File: config.mk
export PLATFORM = sky130hd
export DESIGN_NAME = amt_matrix_reg
export DESIGN_NICKNAME = d
export VERILOG_FILES = /design/src/design/amt_pkg.sv /design/src/design/amt_matrix_reg.sv
export VERILOG_INCLUDE_DIRS = /design/src /design/src/design
export SDC_FILE = /design/constraint.sdc
export NUM_CORES = 1
export LEC_CHECK = 0
export BUFFER_PORTS_ARGS = -buffer_cell sky130_fd_sc_hd__buf_4
export CORE_AREA = 2 2 277 279
export CTS_CLUSTER_SIZE = 20
export DETAILED_ROUTE_END_ITERATION = 8
export DIE_AREA = 0 0 279 281
export GPL_ROUTABILITY_DRIVEN = 0
export HOLD_SLACK_MARGIN = 0.03
export SETUP_SLACK_MARGIN = 0.5
export SYNTH_ARGS = -nofsm -noshare
export SYNTH_HDL_FRONTEND = slang
export SYNTH_SLANG_ARGS = --single-unit
File: constraint.sdc
create_clock -name clk_i -period 1.3 [get_ports clk_i]
set_clock_uncertainty 0.15 [all_clocks]
set_input_delay 0.13 -clock clk_i [delete_from_list [all_inputs] [get_ports clk_i]]
set_output_delay 0.13 -clock clk_i [all_outputs]
set_load 0.05 [all_outputs]
File: src/design/assert_macros.svh
// Assertion macros shared by the affine transform RTL.
// Holds only macro definitions; no other dependencies.
`ifndef ASSERT_MACROS_SVH
`define ASSERT_MACROS_SVH

// The consequent must hold in the same cycle as the antecedent.
`define AMT_ASSERT_IMPL(label, clk, rst_n, ante, cons) \
  label: assert property (@(posedge clk) disable iff (!rst_n) (ante) |-> (cons)) \
    else $error("concurrent assertion failed");

// The consequent must hold in the cycle after the antecedent.
`define AMT_ASSERT_NEXT(label, clk, rst_n, ante, cons) \
  label: assert property (@(posedge clk) disable iff (!rst_n) (ante) |=> (cons)) \
    else $error("concurrent assertion failed");

`endif

File: src/design/amt_pkg.sv
// Shared types, widths and mode codes for the affine matrix transform.
// No dependencies.
package amt_pkg;

  localparam int DATA_W    = 32;
  localparam int DIM       = 3;
  localparam int ENTRIES   = DIM * DIM;
  localparam int MODE_W    = 3;
  localparam int IDX_W     = 4;
  localparam int FRAC_BITS = 16;

  localparam logic [MODE_W-1:0] MODE_IDENTITY  = 3'd0;
  localparam logic [MODE_W-1:0] MODE_WRITE     = 3'd1;
  localparam logic [MODE_W-1:0] MODE_SCALE     = 3'd2;
  localparam logic [MODE_W-1:0] MODE_TRANSLATE = 3'd3;
  localparam logic [MODE_W-1:0] MODE_VECTOR    = 3'd4;

  typedef logic [DATA_W-1:0] word_t;
  typedef word_t [ENTRIES-1:0] matrix_t;
  typedef word_t [DIM-1:0] row_t;

  typedef struct packed {
    logic              en;
    logic [MODE_W-1:0] mode;
    logic [IDX_W-1:0]  idx;
  } mat_upd_t;

endpackage

File: src/design/amt_matrix_reg.sv
// Matrix register of the affine transform with identity reset and updates.
// Depends on amt_pkg and assert_macros.svh.
`include "assert_macros.svh"

module amt_matrix_reg #(
  parameter int FracBits = amt_pkg::FRAC_BITS
) (
  input  logic             clk_i,
  input  logic             rst_ni,
  input  amt_pkg::mat_upd_t upd_i,
  input  amt_pkg::word_t   wdata_i,
  input  amt_pkg::matrix_t prod_i,
  input  amt_pkg::row_t    rsum_i,
  output amt_pkg::matrix_t matrix_o
);

  localparam amt_pkg::word_t OneVal = amt_pkg::word_t'(1) << FracBits;

  amt_pkg::matrix_t matrix_d, matrix_q, ident;

  always_comb begin
    ident = '0;
    for (int r = 0; r < amt_pkg::DIM; r++) begin
      ident[r*amt_pkg::DIM+r] = OneVal;
    end
  end

  always_comb begin
    matrix_d = matrix_q;
    if (upd_i.en) begin
      case (upd_i.mode)
        amt_pkg::MODE_IDENTITY: begin
          matrix_d = ident;
        end
        amt_pkg::MODE_WRITE: begin
          if (upd_i.idx < amt_pkg::IDX_W'(amt_pkg::ENTRIES)) begin
            matrix_d[upd_i.idx] = wdata_i;
          end
        end
        amt_pkg::MODE_SCALE: begin
          for (int r = 0; r < amt_pkg::DIM; r++) begin
            matrix_d[r*amt_pkg::DIM]   = prod_i[r*amt_pkg::DIM];
            matrix_d[r*amt_pkg::DIM+1] = prod_i[r*amt_pkg::DIM+1];
          end
        end
        amt_pkg::MODE_TRANSLATE: begin
          for (int r = 0; r < amt_pkg::DIM; r++) begin
            matrix_d[r*amt_pkg::DIM+2] = rsum_i[r];
          end
        end
        default: begin
          matrix_d = matrix_q;
        end
      endcase
    end
  end

  always_ff @(posedge clk_i or negedge rst_ni) begin
    if (!rst_ni) begin
      matrix_q <= ident;
    end else begin
      matrix_q <= matrix_d;
    end
  end

  assign matrix_o = matrix_q;

  `AMT_ASSERT_NEXT(a_ident_load, clk_i, rst_ni,
    upd_i.en && upd_i.mode == amt_pkg::MODE_IDENTITY,
    matrix_q[0] == OneVal && matrix_q[1] == '0 && matrix_q[8] == OneVal)
  `AMT_ASSERT_NEXT(a_bad_idx_keeps, clk_i, rst_ni,
    upd_i.en && upd_i.mode == amt_pkg::MODE_WRITE && upd_i.idx >= 4'd9,
    $stable(matrix_q))

endmodule

==> results of run 1 <==
## layout make-up
cell class / count / share of cell area
Clock inverter: 12 / 0.00373
Multi-Input combinational cell: 691 / 0.228
Tap cell: 978 / 0.0392
Sequential cell: 288 / 0.234
Timing Repair Buffer: 1370 / 0.460
Inverter: 1 / 0.000120
Antenna cell: 7 / 0.000561
Clock buffer: 55 / 0.0351
## worst paths after layout
check                                           from                         to  slack, ns
max                         matrix_o[16]$_DFFE_PN1P_               matrix_o[16]      -0.25
min                                       rsum_i[48]  matrix_o[176]$_DFFE_PN0P_      -0.24
max reg2reg                matrix_o[144]$_DFFE_PN1P_  matrix_o[144]$_DFFE_PN1P_       0.10
min reg2reg                matrix_o[114]$_DFFE_PN0P_  matrix_o[114]$_DFFE_PN0P_       0.36
max in group asynchronous                     rst_ni   matrix_o[22]$_DFFE_PN0P_      -0.03
min in group asynchronous                     rst_ni   matrix_o[80]$_DFFE_PN0P_       0.07
## Yosys cell counts
cell	number	share of area
o2bb2ai_1	254	0.17
o31ai_1	2	0.0011
nand3_1	1	0.00038
or4_1	1	0.00057
inv_1	1	0.00029
dfrtp_1	285	0.54
mux2_2	2	0.0017
o311ai_1	1	0.00067
nand2b_1	5	0.0024
nor3_2	1	0.00076
and2_1	2	0.00095
a22oi_1	189	0.11
o21ai_1	24	0.0091
nor2b_1	33	0.016
nor4b_1	3	0.0020
clkbuf_1	70	0.020
nor2_1	6	0.0017
buf_4	3	0.0017
a21oi_1	2	0.00076
a311oi_1	1	0.00067
a31oi_1	2	0.00095
buf_2	53	0.020
nor4_4	1	0.0016
nor3b_2	1	0.00095
nand2_1	41	0.012
dfstp_2	3	0.0060
nor3b_1	3	0.0017
o21ai_0	14	0.0053
or3b_2	1	0.00067
buf_1	13	0.0037
and2_0	2	0.00095
o211ai_1	1	0.00057
nand4bb_1	1	0.00086
a32oi_1	96	0.064
and3_1	1	0.00048
## placed cells by master, fill, tap and decap left out, drive strengths merged, types with 2 or more instances in the layout
master,instances
a32oi,96
diode,7
buf,1076
and2,4
o21ai,38
clkinv,5
nand2,41
nor2b,33
clkbuf,72
dfrtp,285
nor4b,3
nand2b,5
a21oi,2
clkinvlp,2
bufbuf,5
dlygate4sd3,271
o2bb2ai,254
mux2,2
a31oi,2
a22oi,189
dfstp,3
o31ai,2
inv,5
nor2,6
nor3b,4
## through the flow
step	setup TNS [ns]	setup WS (ns)	power, mW
2_1_floorplan	-51.49	-0.214	13.8
3_3_place_gp	-116.46	-0.562	17.2
3_5_place_dp	-125.17	-0.604	17.2
4_1_cts	-39.21	-0.289	30.2
5_1_grt	-59.76	-0.288	32.1
6_report	-30.41	-0.248	31.2
## what timing repair did
item / in CTS / in global routing
endpoints found under the hold margin: 576 / 447
resized for setup: 469 / 199
gates cloned: 35 / 23
endpoints found under the setup margin: 576 / 864
pin swaps: 60 / 65
setup buffers: 130 / 125
hold buffers: 273 / 1
## cells by family after synthesis
family / count (synthesis)
DFF: 288
AOI/OAI and AO/OA: 586
buffers and inverters: 140
and+or+nand+nor: 103
muxes: 2
## layer usage
layer	routed length, um	track usage	share of wire	up-vias
met2	46000	0.354	0.46	1209
met1	39800	0.278	0.40	8645
met4	4430	0.0866	0.045	14
met3	8730	0.0678	0.088	301
met5	85	0	0.00086	-
li1	-	-	-	7141
## power groups by stage
stage	combinational (mW)	sequential [mW]	clock, mW
final	10.3	10.2	10.6
after global routing	10.7	10.3	11.2
after detailed placement	7.02	10.2	0
after global placement	6.95	10.2	0
after CTS	9.21	10.2	10.8
after floorplan	1.37	12.4	0
==> metrics.md, run 1 <==
| Metric | Value |
|---|---|
| RSZ-0062 raised after global routing | yes |
| Design Area, Final | 0.0312 mm2 |
| Tcrit/Tclk final | 1.19 |
| Slowest CP cell | dfstp_2 |
| DRT Pass-1 Iters | 5 |
| Clock sink count | 288 |
| Cell area after placement | 0.0206 mm2 |
| Starting Density | 0.174 |
| Nets | 2815 |
| Synth Area in Compound Gates | 0.360 |
| VDD IR-drop max | 0.743 mV |
| Final setup fails | 396 |
| Final Max Slew Viols | 0 |
| Status | finished, violations left |
| CP Max Fanout | 3 |
| Placed cell count | 2743 |
| Worst Path Arrival | 1.27 ns |
| CP Class | flop to primary output |
| Pleak | 13.4 nW |
| Max Cap Violations | 0 |
| Worst-Margin Slew | 0.914 ns |
| Delay-heaviest family, CP | flip-flops |
| Crit start category | flop |
| Post-synthesis simple-gate area fraction | 0.0434 |
| Main combinational cell family by area after synthesis | compound AO/OA/AOI/OAI gates |
| Largest net degree at the start of global routing | 44 |
| Setup ws final | -0.248 ns |
| Final Util | 0.414 |
| DR WL/cell | 29.1 um |
| Die width | 279 um |
| Internal power | 20.6 mW |
| Total CTS buffers | 37 |
| Post-synth net total | 1545 |
| Mapped cell area | 0.0131 mm2 |
| Clock latency on the worst-skew pair | 0.56 ns |
| Root buf cell | clkbuf_16 |
| Logic pwr share | 0.332 |
| Register area | 0.00729 mm2 |
| Synth Area in Adders | 0 |
| Min cycle time layout | 1.55 ns |
| R2R cell count | 4 |
| Final ANT Viol Nets | 0 |
| Rows | 101 |
| Initial antenna violation count | 20 |
| Die ar. | 0.0784 mm2 |
| GRT Total Usage | 0.221 |
| Area of the core | 0.0754 mm2 |
| Synth cell types | 35 |
| Power share of the clock group | 0.340 |
| Post-Synth XOR/XNOR Area | 0 |
| Remaining DRCs | 0 |
| Critical Path Sink Type | primary output |
| Layout cells sized above 1 | 0.596 |
| CP required | 1.02 ns |
| Slew HR | 0.388 |
| IO Pins | 714 |
| Final hold vios | 127 |
| Pwr dens | 999 mW/mm2 |
| Switch Pwr | 10.6 mW |
| Max Root-Sink Buffers | 3 |
| Mean Syn Cell Area | 11.7 um2 |
| Switching fraction of total power | 0.341 |
| Avg Vias per Cell | 5.09 |
| Final WL | 99.1 mm |
| Final non-filler cell total | 3402 |
| Port buffer count | 617 |
| Sequential share of power | 0.328 |
| Max Freq | 0.646 GHz |
| Detailed placement HPWL | 58.4 mm |
| CTS tree | yes |
| Max reg flops | 288 |
| Layout area overhead | 138% |
| Via count | 17.3k |
| Yosys warnings | 0 |
| Failing checks | negative hold slack, negative setup slack |
| Mux cell area share after synthesis | 0.00171 |
| Register area share after synthesis | 0.549 |
| WP buf/inv | 1 |
| Vias in the first global route | 17.4k |
| Total gr overflow | 0 |
| Initial drt markers | 1380 |
| Flops & latches, synth | 288 |
| Die H | 281 um |
| Worst hold stages | 3 |
| CP Depth | 1 |
| # fillers | 6646 |
| First-pass GRT wire length | 125 mm |
| Clock transition at path regs | 0.06 ns |
| HP Class | input pin to flop |
| Worst path cell trace | buf_8 |
| H-tree levels | 2 |
| Syn Inst Count | 1119 |
| Final hold slack | -0.242 ns |
| Area occupied by multi-input gates | 0.00711 mm2 |
| Max incr delay on CP | 0.57 ns |
Note: power is estimated with default switching activity, not from simulation.
==> inputs of run 2 (changes only) <==
- BUFFER_PORTS_ARGS: -buffer_cell sky130_fd_sc_hd__buf_4 -> default
- DONT_BUFFER_PORTS: default -> 1
- PLACE_DENSITY: default -> 0.3
==> metrics.md, run 2 (synthesized netlist as in run 1, its figures left out) <==
| Metric | Value |
|---|---|
| Status | finished, violations left |
| Failing checks | negative hold slack, negative setup slack |
| Final setup fails | 293 (-26%) |
| Clock latency on the worst-skew pair | 0.56 ns (about the same) |
| Final ANT Viol Nets | 0 (unchanged) |
| Final non-filler cell total | 2955 (-13%) |
| Max Root-Sink Buffers | 3 (unchanged) |
| Max Cap Violations | 0 (unchanged) |
| Nets | 2367 (-16%) |
| Avg Vias per Cell | 5.03 (-1.1%) |
| R2R Setup Slk | 0.11 ns (about the same) |
| Logic pwr share | 0.281 (-0.051) |
| Sequential share of power | 0.352 (+0.024) |
| Layout cells sized above 1 | 0.524 (-0.0726) |
| Max Freq | 0.635 GHz (-1.7%) |
| Remaining DRCs | 0 (unchanged) |
| Switching fraction of total power | 0.335 (-0.00586) |
| Slew HR | 0.199 (-0.189) |
| Die ar. | 0.0784 mm2 (unchanged) |
| Max incr delay on CP | 0.56 ns (about the same) |
| Starting Density | 0.174 (unchanged) |
| Total gr overflow | 0 (unchanged) |
| Final WL | 92.7 mm (-6.4%) |
| CP required | 1.02 ns (about the same) |
| Final hold slack | -0.857 ns (-0.615 ns) |
| CP Class | flop to primary output |
| Internal power | 20.2 mW (-1.6%) |
| Via count | 14.9k (-14%) |
| Die H | 281 um (unchanged) |
| Critical Path Sink Type | primary output |
| Placed cell count | 2283 (-17%) |
| Min cycle time layout | 1.58 ns (+0.0270 ns) |
| IO Pins | 714 (unchanged) |
| RSZ-0062 raised after global routing | yes |
| Clock transition at path regs | 0.06 ns (about the same) |
| VDD IR-drop max | 0.759 mV (+2.1%) |
| Final Power | 30.4 mW (-2.5%) |
| CP Max Fanout | 3 (unchanged) |
| Setup ws final | -0.275 ns (-0.0270 ns) |
| Vias in the first global route | 15.7k (-9.5%) |
| Switch Pwr | 10.2 mW (-4.2%) |
| Detailed placement HPWL | 53.1 mm (-9.2%) |
| Worst-Margin Slew | 1.20 ns (+0.287 ns) |
| Commonest non-fill, non-tap cells in the layout | dlygate4sd3_1, buf_6, dfrtp_1 |
| Dpl ws | -0.375 ns (+0.230 ns) |
| Hold buffers post-CTS | 317 (+16%) |
| Power share of the clock group | 0.367 (+0.027) |
| Layout area overhead | 118% |
| Clock sink count | 288 (unchanged) |
| Slowest CP cell | dfstp_2 |
| HP Class | input pin to asynchronous set/reset pin |
| Die width | 279 um (unchanged) |
| Delay-heaviest family, CP | flip-flops |
| H-tree levels | 2 (unchanged) |
| Total CTS buffers | 40 (+8.1%) |
| Pwr dens | 1060 mW/mm2 (+6.2%) |
| Rows | 101 (unchanged) |
| Port buffer count | 0 (-100%) |
| WP buf/inv | 1 (unchanged) |
| GRT Total Usage | 0.222 (+0.00118) |
| Area of the core | 0.0754 mm2 (unchanged) |
| Initial drt markers | 933 (-32%) |
| Final Max Slew Viols | 0 (unchanged) |
| CTS tree | yes |
| Root buf cell | clkbuf_16 |
| Initial antenna violation count | 11 (-45%) |
| Pleak | 11.5 nW (-14%) |
| Cell area after placement | 0.0171 mm2 (-17%) |
| Worst path cell trace | buf_8 |
| First-pass GRT wire length | 125 mm (-0.47%) |
| Commonest non-fill, non-tap cell in the layout | dlygate4sd3_1 |
| Tcrit/Tclk final | 1.21 (+0.0208) |
| Design Area, Final | 0.0287 mm2 (-8.2%) |
| Max reg flops | 288 (unchanged) |
| DRT Pass-1 Iters | 5 (unchanged) |
| Worst Path Arrival | 1.30 ns (+0.03 ns) |
| DR WL/cell | 31.4 um (+7.8%) |
| Crit start category | flop |
| Final hold vios | 472 (+270%) |
| Fin Setup TNS | -27.15 ns (+3.25 ns) |
| Largest net degree at the start of global routing | 289 (+560%) |
-- run 2: cell types whose count changed in the layout (fill, tap and decap cells not counted), sizes merged --
cell,delta
bufbuf,-2
buf,-484
bufinv,+1
diode,-3
clkbuf,+4
inv,-2
dlymetal6s4s,+12
dlymetal6s2s,+7
dlygate4sd3,+14
clkinvlp,+4
clkinv,+2
-- run 2: per-stage QoR --
step / hold slack (ns) / utilization
2_1_floorplan: -0.316 / -
3_3_place_gp: -0.304 / 0.227
3_5_place_dp: -0.304 / 0.227
4_1_cts: -0.923 / 0.347
5_1_grt: -0.896 / 0.380
6_report: -0.857 / 0.380
-- run 2: per-layer routing --
metal | GRT usage | up-vias | part of all wire
met1 | 0.290 | 7700 | 0.43
li1 | - | 6276 | -
met2 | 0.362 | 708 | 0.48
met5 | 0 | - | 0.00073
met3 | 0.0538 | 180 | 0.066
met4 | 0.0684 | 10 | 0.032
-- run 2: path summary, 6_finish.rpt --
check / from / end / cells after the start
min in group clk_i: upd_i[2] / matrix_o[162]$_DFFE_PN0P_ / 2
min reg2reg: matrix_o[92]$_DFFE_PN0P_ / matrix_o[92]$_DFFE_PN0P_ / 2
max: matrix_o[16]$_DFFE_PN1P_ / matrix_o[16] / 1
max reg2reg: matrix_o[144]$_DFFE_PN1P_ / matrix_o[144]$_DFFE_PN1P_ / 4
min: rst_ni / matrix_o[149]$_DFFE_PN0P_ / 0
max in group asynchronous: rst_ni / matrix_o[112]$_DFFE_PN0P_ / 0
-- run 2: repair_timing --
action                                 in CTS  in global routing
endpoints found under the hold margin     576                486
cloned                                     59                  7
setup endpoints to repair                 576                576
pin swaps                                  46                 52
buffers inserted                          122                 89
resized for setup                         444                301
-- run 2: final cells by class --
cell class / instances / area [um2]
Fill cell: 7180 / 46800
Timing Repair Buffer: 919 / 11000
Multi-Input combinational cell: 691 / 7900
Sequential cell: 288 / 7290
Tap cell: 978 / 1220
Clock buffer: 57 / 1140
Clock inverter: 17 / 161
Antenna cell: 4 / 10.0
Inverter: 1 / 3.75
-- run 2: power by group through the flow --
stage	registers [mW]	logic (mW)	clock network (mW)
finish	10.7	8.54	11.2
global route	10.8	8.83	11.8
CTS	10.7	7.60	11.5
detailed placement	10.7	4.74	0
global placement	10.7	4.73	0
floorplan	12.4	1.37	0
==> inputs of run 3 (changes only) <==
- CORE_AREA: 2 2 277 279 -> 10 10 269 271
- PLACE_DENSITY: 0.3 -> 0.31
- clock period: 1.3 -> 1.9 ns (I/O delays scaled with it)
==> metrics.md, run 3 (synthesized netlist as in run 1, its figures left out) <==
| Metric | Value |
|---|---|
| Status | finished, violations left |
| Failing checks | negative hold slack |
| HP Class | input pin to asynchronous set/reset pin |
| Design Area, Final | 0.0198 mm2 (-31%) |
| Clock sink count | 288 (unchanged) |
| Die H | 281 um (unchanged) |
| Area of the core | 0.0668 mm2 (-11%) |
| Die width | 279 um (unchanged) |
| Max incr delay on CP | 0.55 ns (about the same) |
| Delay-heaviest family, CP | flip-flops |
| Tcrit/Tclk final | 0.848 |
| CP required | 1.56 ns (+0.54 ns) |
| Cell area after placement | 0.0147 mm2 (-14%) |
| Worst Path Arrival | 1.27 ns (-0.03 ns) |
| GRT Total Usage | 0.188 (-0.0345) |
| Final WL | 78.0 mm (-16%) |
| Starting Density | 0.197 (+0.0225) |
| Port buffer count | 0 (unchanged) |
| Max Root-Sink Buffers | 3 (unchanged) |
| DRT Pass-1 Iters | 6 (+1) |
| R2R Setup Slk | 0.76 ns (+0.65 ns) |
| H-tree levels | 2 (unchanged) |
| Clock transition at path regs | 0.06 ns (about the same) |
| CP Class | flop to primary output |
| CP Depth | 1 (unchanged) |
| Final Max Slew Viols | 0 (unchanged) |
| Initial antenna violation count | 16 (+5) |
| Vias in the first global route | 13.2k (-16%) |
| Remaining DRCs | 0 (unchanged) |
| Worst-Margin Slew | 1.02 ns (-0.186 ns) |
| IO Pins | 714 (unchanged) |
| Max Cap Violations | 0 (unchanged) |
| Critical Path Sink Type | primary output |
| Hold buffers post-CTS | 332 (+4.7%) |
| Final hold slack | -0.803 ns (+0.0541 ns) |
| VDD IR-drop max | 0.468 mV (-38%) |
| CTS tree | yes |
| Worst path cell trace | buf_12 |
| Final hold vios | 484 (+2.5%) |
| # fillers | 6803 (-5.3%) |
| Pleak | 6.96 nW (-40%) |
| Slowest CP cell | dfstp_2 |
| Max Freq | 0.620 GHz |
| Die ar. | 0.0784 mm2 (unchanged) |
| Crit start category | flop |
| Avg Vias per Cell | 5.30 (+5.3%) |
| Final setup fails | 0 (-100%) |
| Final Power | 17.9 mW (-41%) |
| Layout area overhead | 50.7% |
| Crit Reg-Reg Endpoint | matrix_o[16]$_DFFE_PN1P_ |
| R2r startpoint | matrix_o[16]$_DFFE_PN1P_ |
| Layout cells sized above 1 | 0.315 (-0.208) |
| CP Max Fanout | 2 (-1) |
| Dpl ws | -0.0207 ns (+0.354 ns) |
| Nets | 1843 (-22%) |
| Commonest non-fill, non-tap cells in the layout | dlygate4sd3_1, dfrtp_2, o2bb2ai_1 |
| Fin Setup TNS | 0 ns (+27.15 ns) |
| Clock latency on the worst-skew pair | 0.54 ns (-0.02 ns) |
| WP buf/inv | 1 (unchanged) |
| Pwr dens | 906 mW/mm2 (-15%) |
| Via count | 12.3k (-17%) |
| Largest net degree at the start of global routing | 289 (unchanged) |
| R2R cell count | 3 (-1) |
| RSZ-0062 raised after global routing | yes |
| Total CTS buffers | 38 (-5.0%) |
| Placed cell count | 1912 (-16%) |
| Root buf cell | clkbuf_16 |
| Detailed placement HPWL | 53.3 mm (+0.40%) |
| Final non-filler cell total | 2324 (-21%) |
| Setup ws final | 0.288 ns (+0.563 ns) |
| Initial drt markers | 927 (-0.64%) |
| Final ANT Viol Nets | 0 (unchanged) |
| Min cycle time layout | 1.61 ns |
| Slew HR | 0.323 (+0.124) |
| Max reg flops | 288 (unchanged) |
| Total gr overflow | 0 (unchanged) |
| First-pass GRT wire length | 107 mm (-14%) |
| DR WL/cell | 33.5 um (+6.9%) |
| CP startpoint | matrix_o[144]$_DFFE_PN1P_ |
| Rows | 95 (-5.9%) |
| Commonest non-fill, non-tap cell in the layout | dlygate4sd3_1 |
| Final Util | 0.296 (-0.0837) |
run 3: repair_timing:
action                                  4_1_cts  5_1_grt
cloned                                        0        1
buffers inserted                              4        1
resized for setup                           296       30
endpoints found under the setup margin      288      356
endpoints found under the hold margin       576      499
pin swaps                                     0        1
run 3: worst max-delay path by stage:
stage / end / slack (ns)
6_report: matrix_o[144] / 0.29
2_1_floorplan: matrix_o[193]$_DFFE_PN0P_ / 0.33
4_1_cts: matrix_o[144] / 0.23
3_3_place_gp: matrix_o[229]$_DFFE_PN0P_ / 0.02
5_1_grt: matrix_o[16] / 0.25
3_5_place_dp: matrix_o[229]$_DFFE_PN0P_ / -0.02
run 3: area by class of cell:
class	instances	area, um2	area share
Sequential cell	288	7570	0.382
Multi-Input combinational cell	691	5660	0.286
Timing Repair Buffer	397	4250	0.214
Clock buffer	60	1140	0.0578
Tap cell	873	1090	0.0551
Clock inverter	7	72.6	0.00366
Antenna cell	7	17.5	0.000884
Inverter	1	3.75	0.000190
run 3: layer usage:
| metal | up-vias | GRT usage | wire length, um |
|---|---|---|---|
| met3 | 124 | 0.0631 | 7060 |
| met2 | 652 | 0.302 | 36600 |
| met4 | 8 | 0.0567 | 2130 |
| met1 | 6342 | 0.235 | 32100 |
| li1 | 5191 | - | - |
| met5 | - | 0 | 51 |
run 3: power by group:
group | internal (mW) | switching, mW
Combinational | 1.04 | 1.05
Clock | 4.27 | 2.94
Sequential | 6.65 | 1.99
Total | 12.0 | 5.98
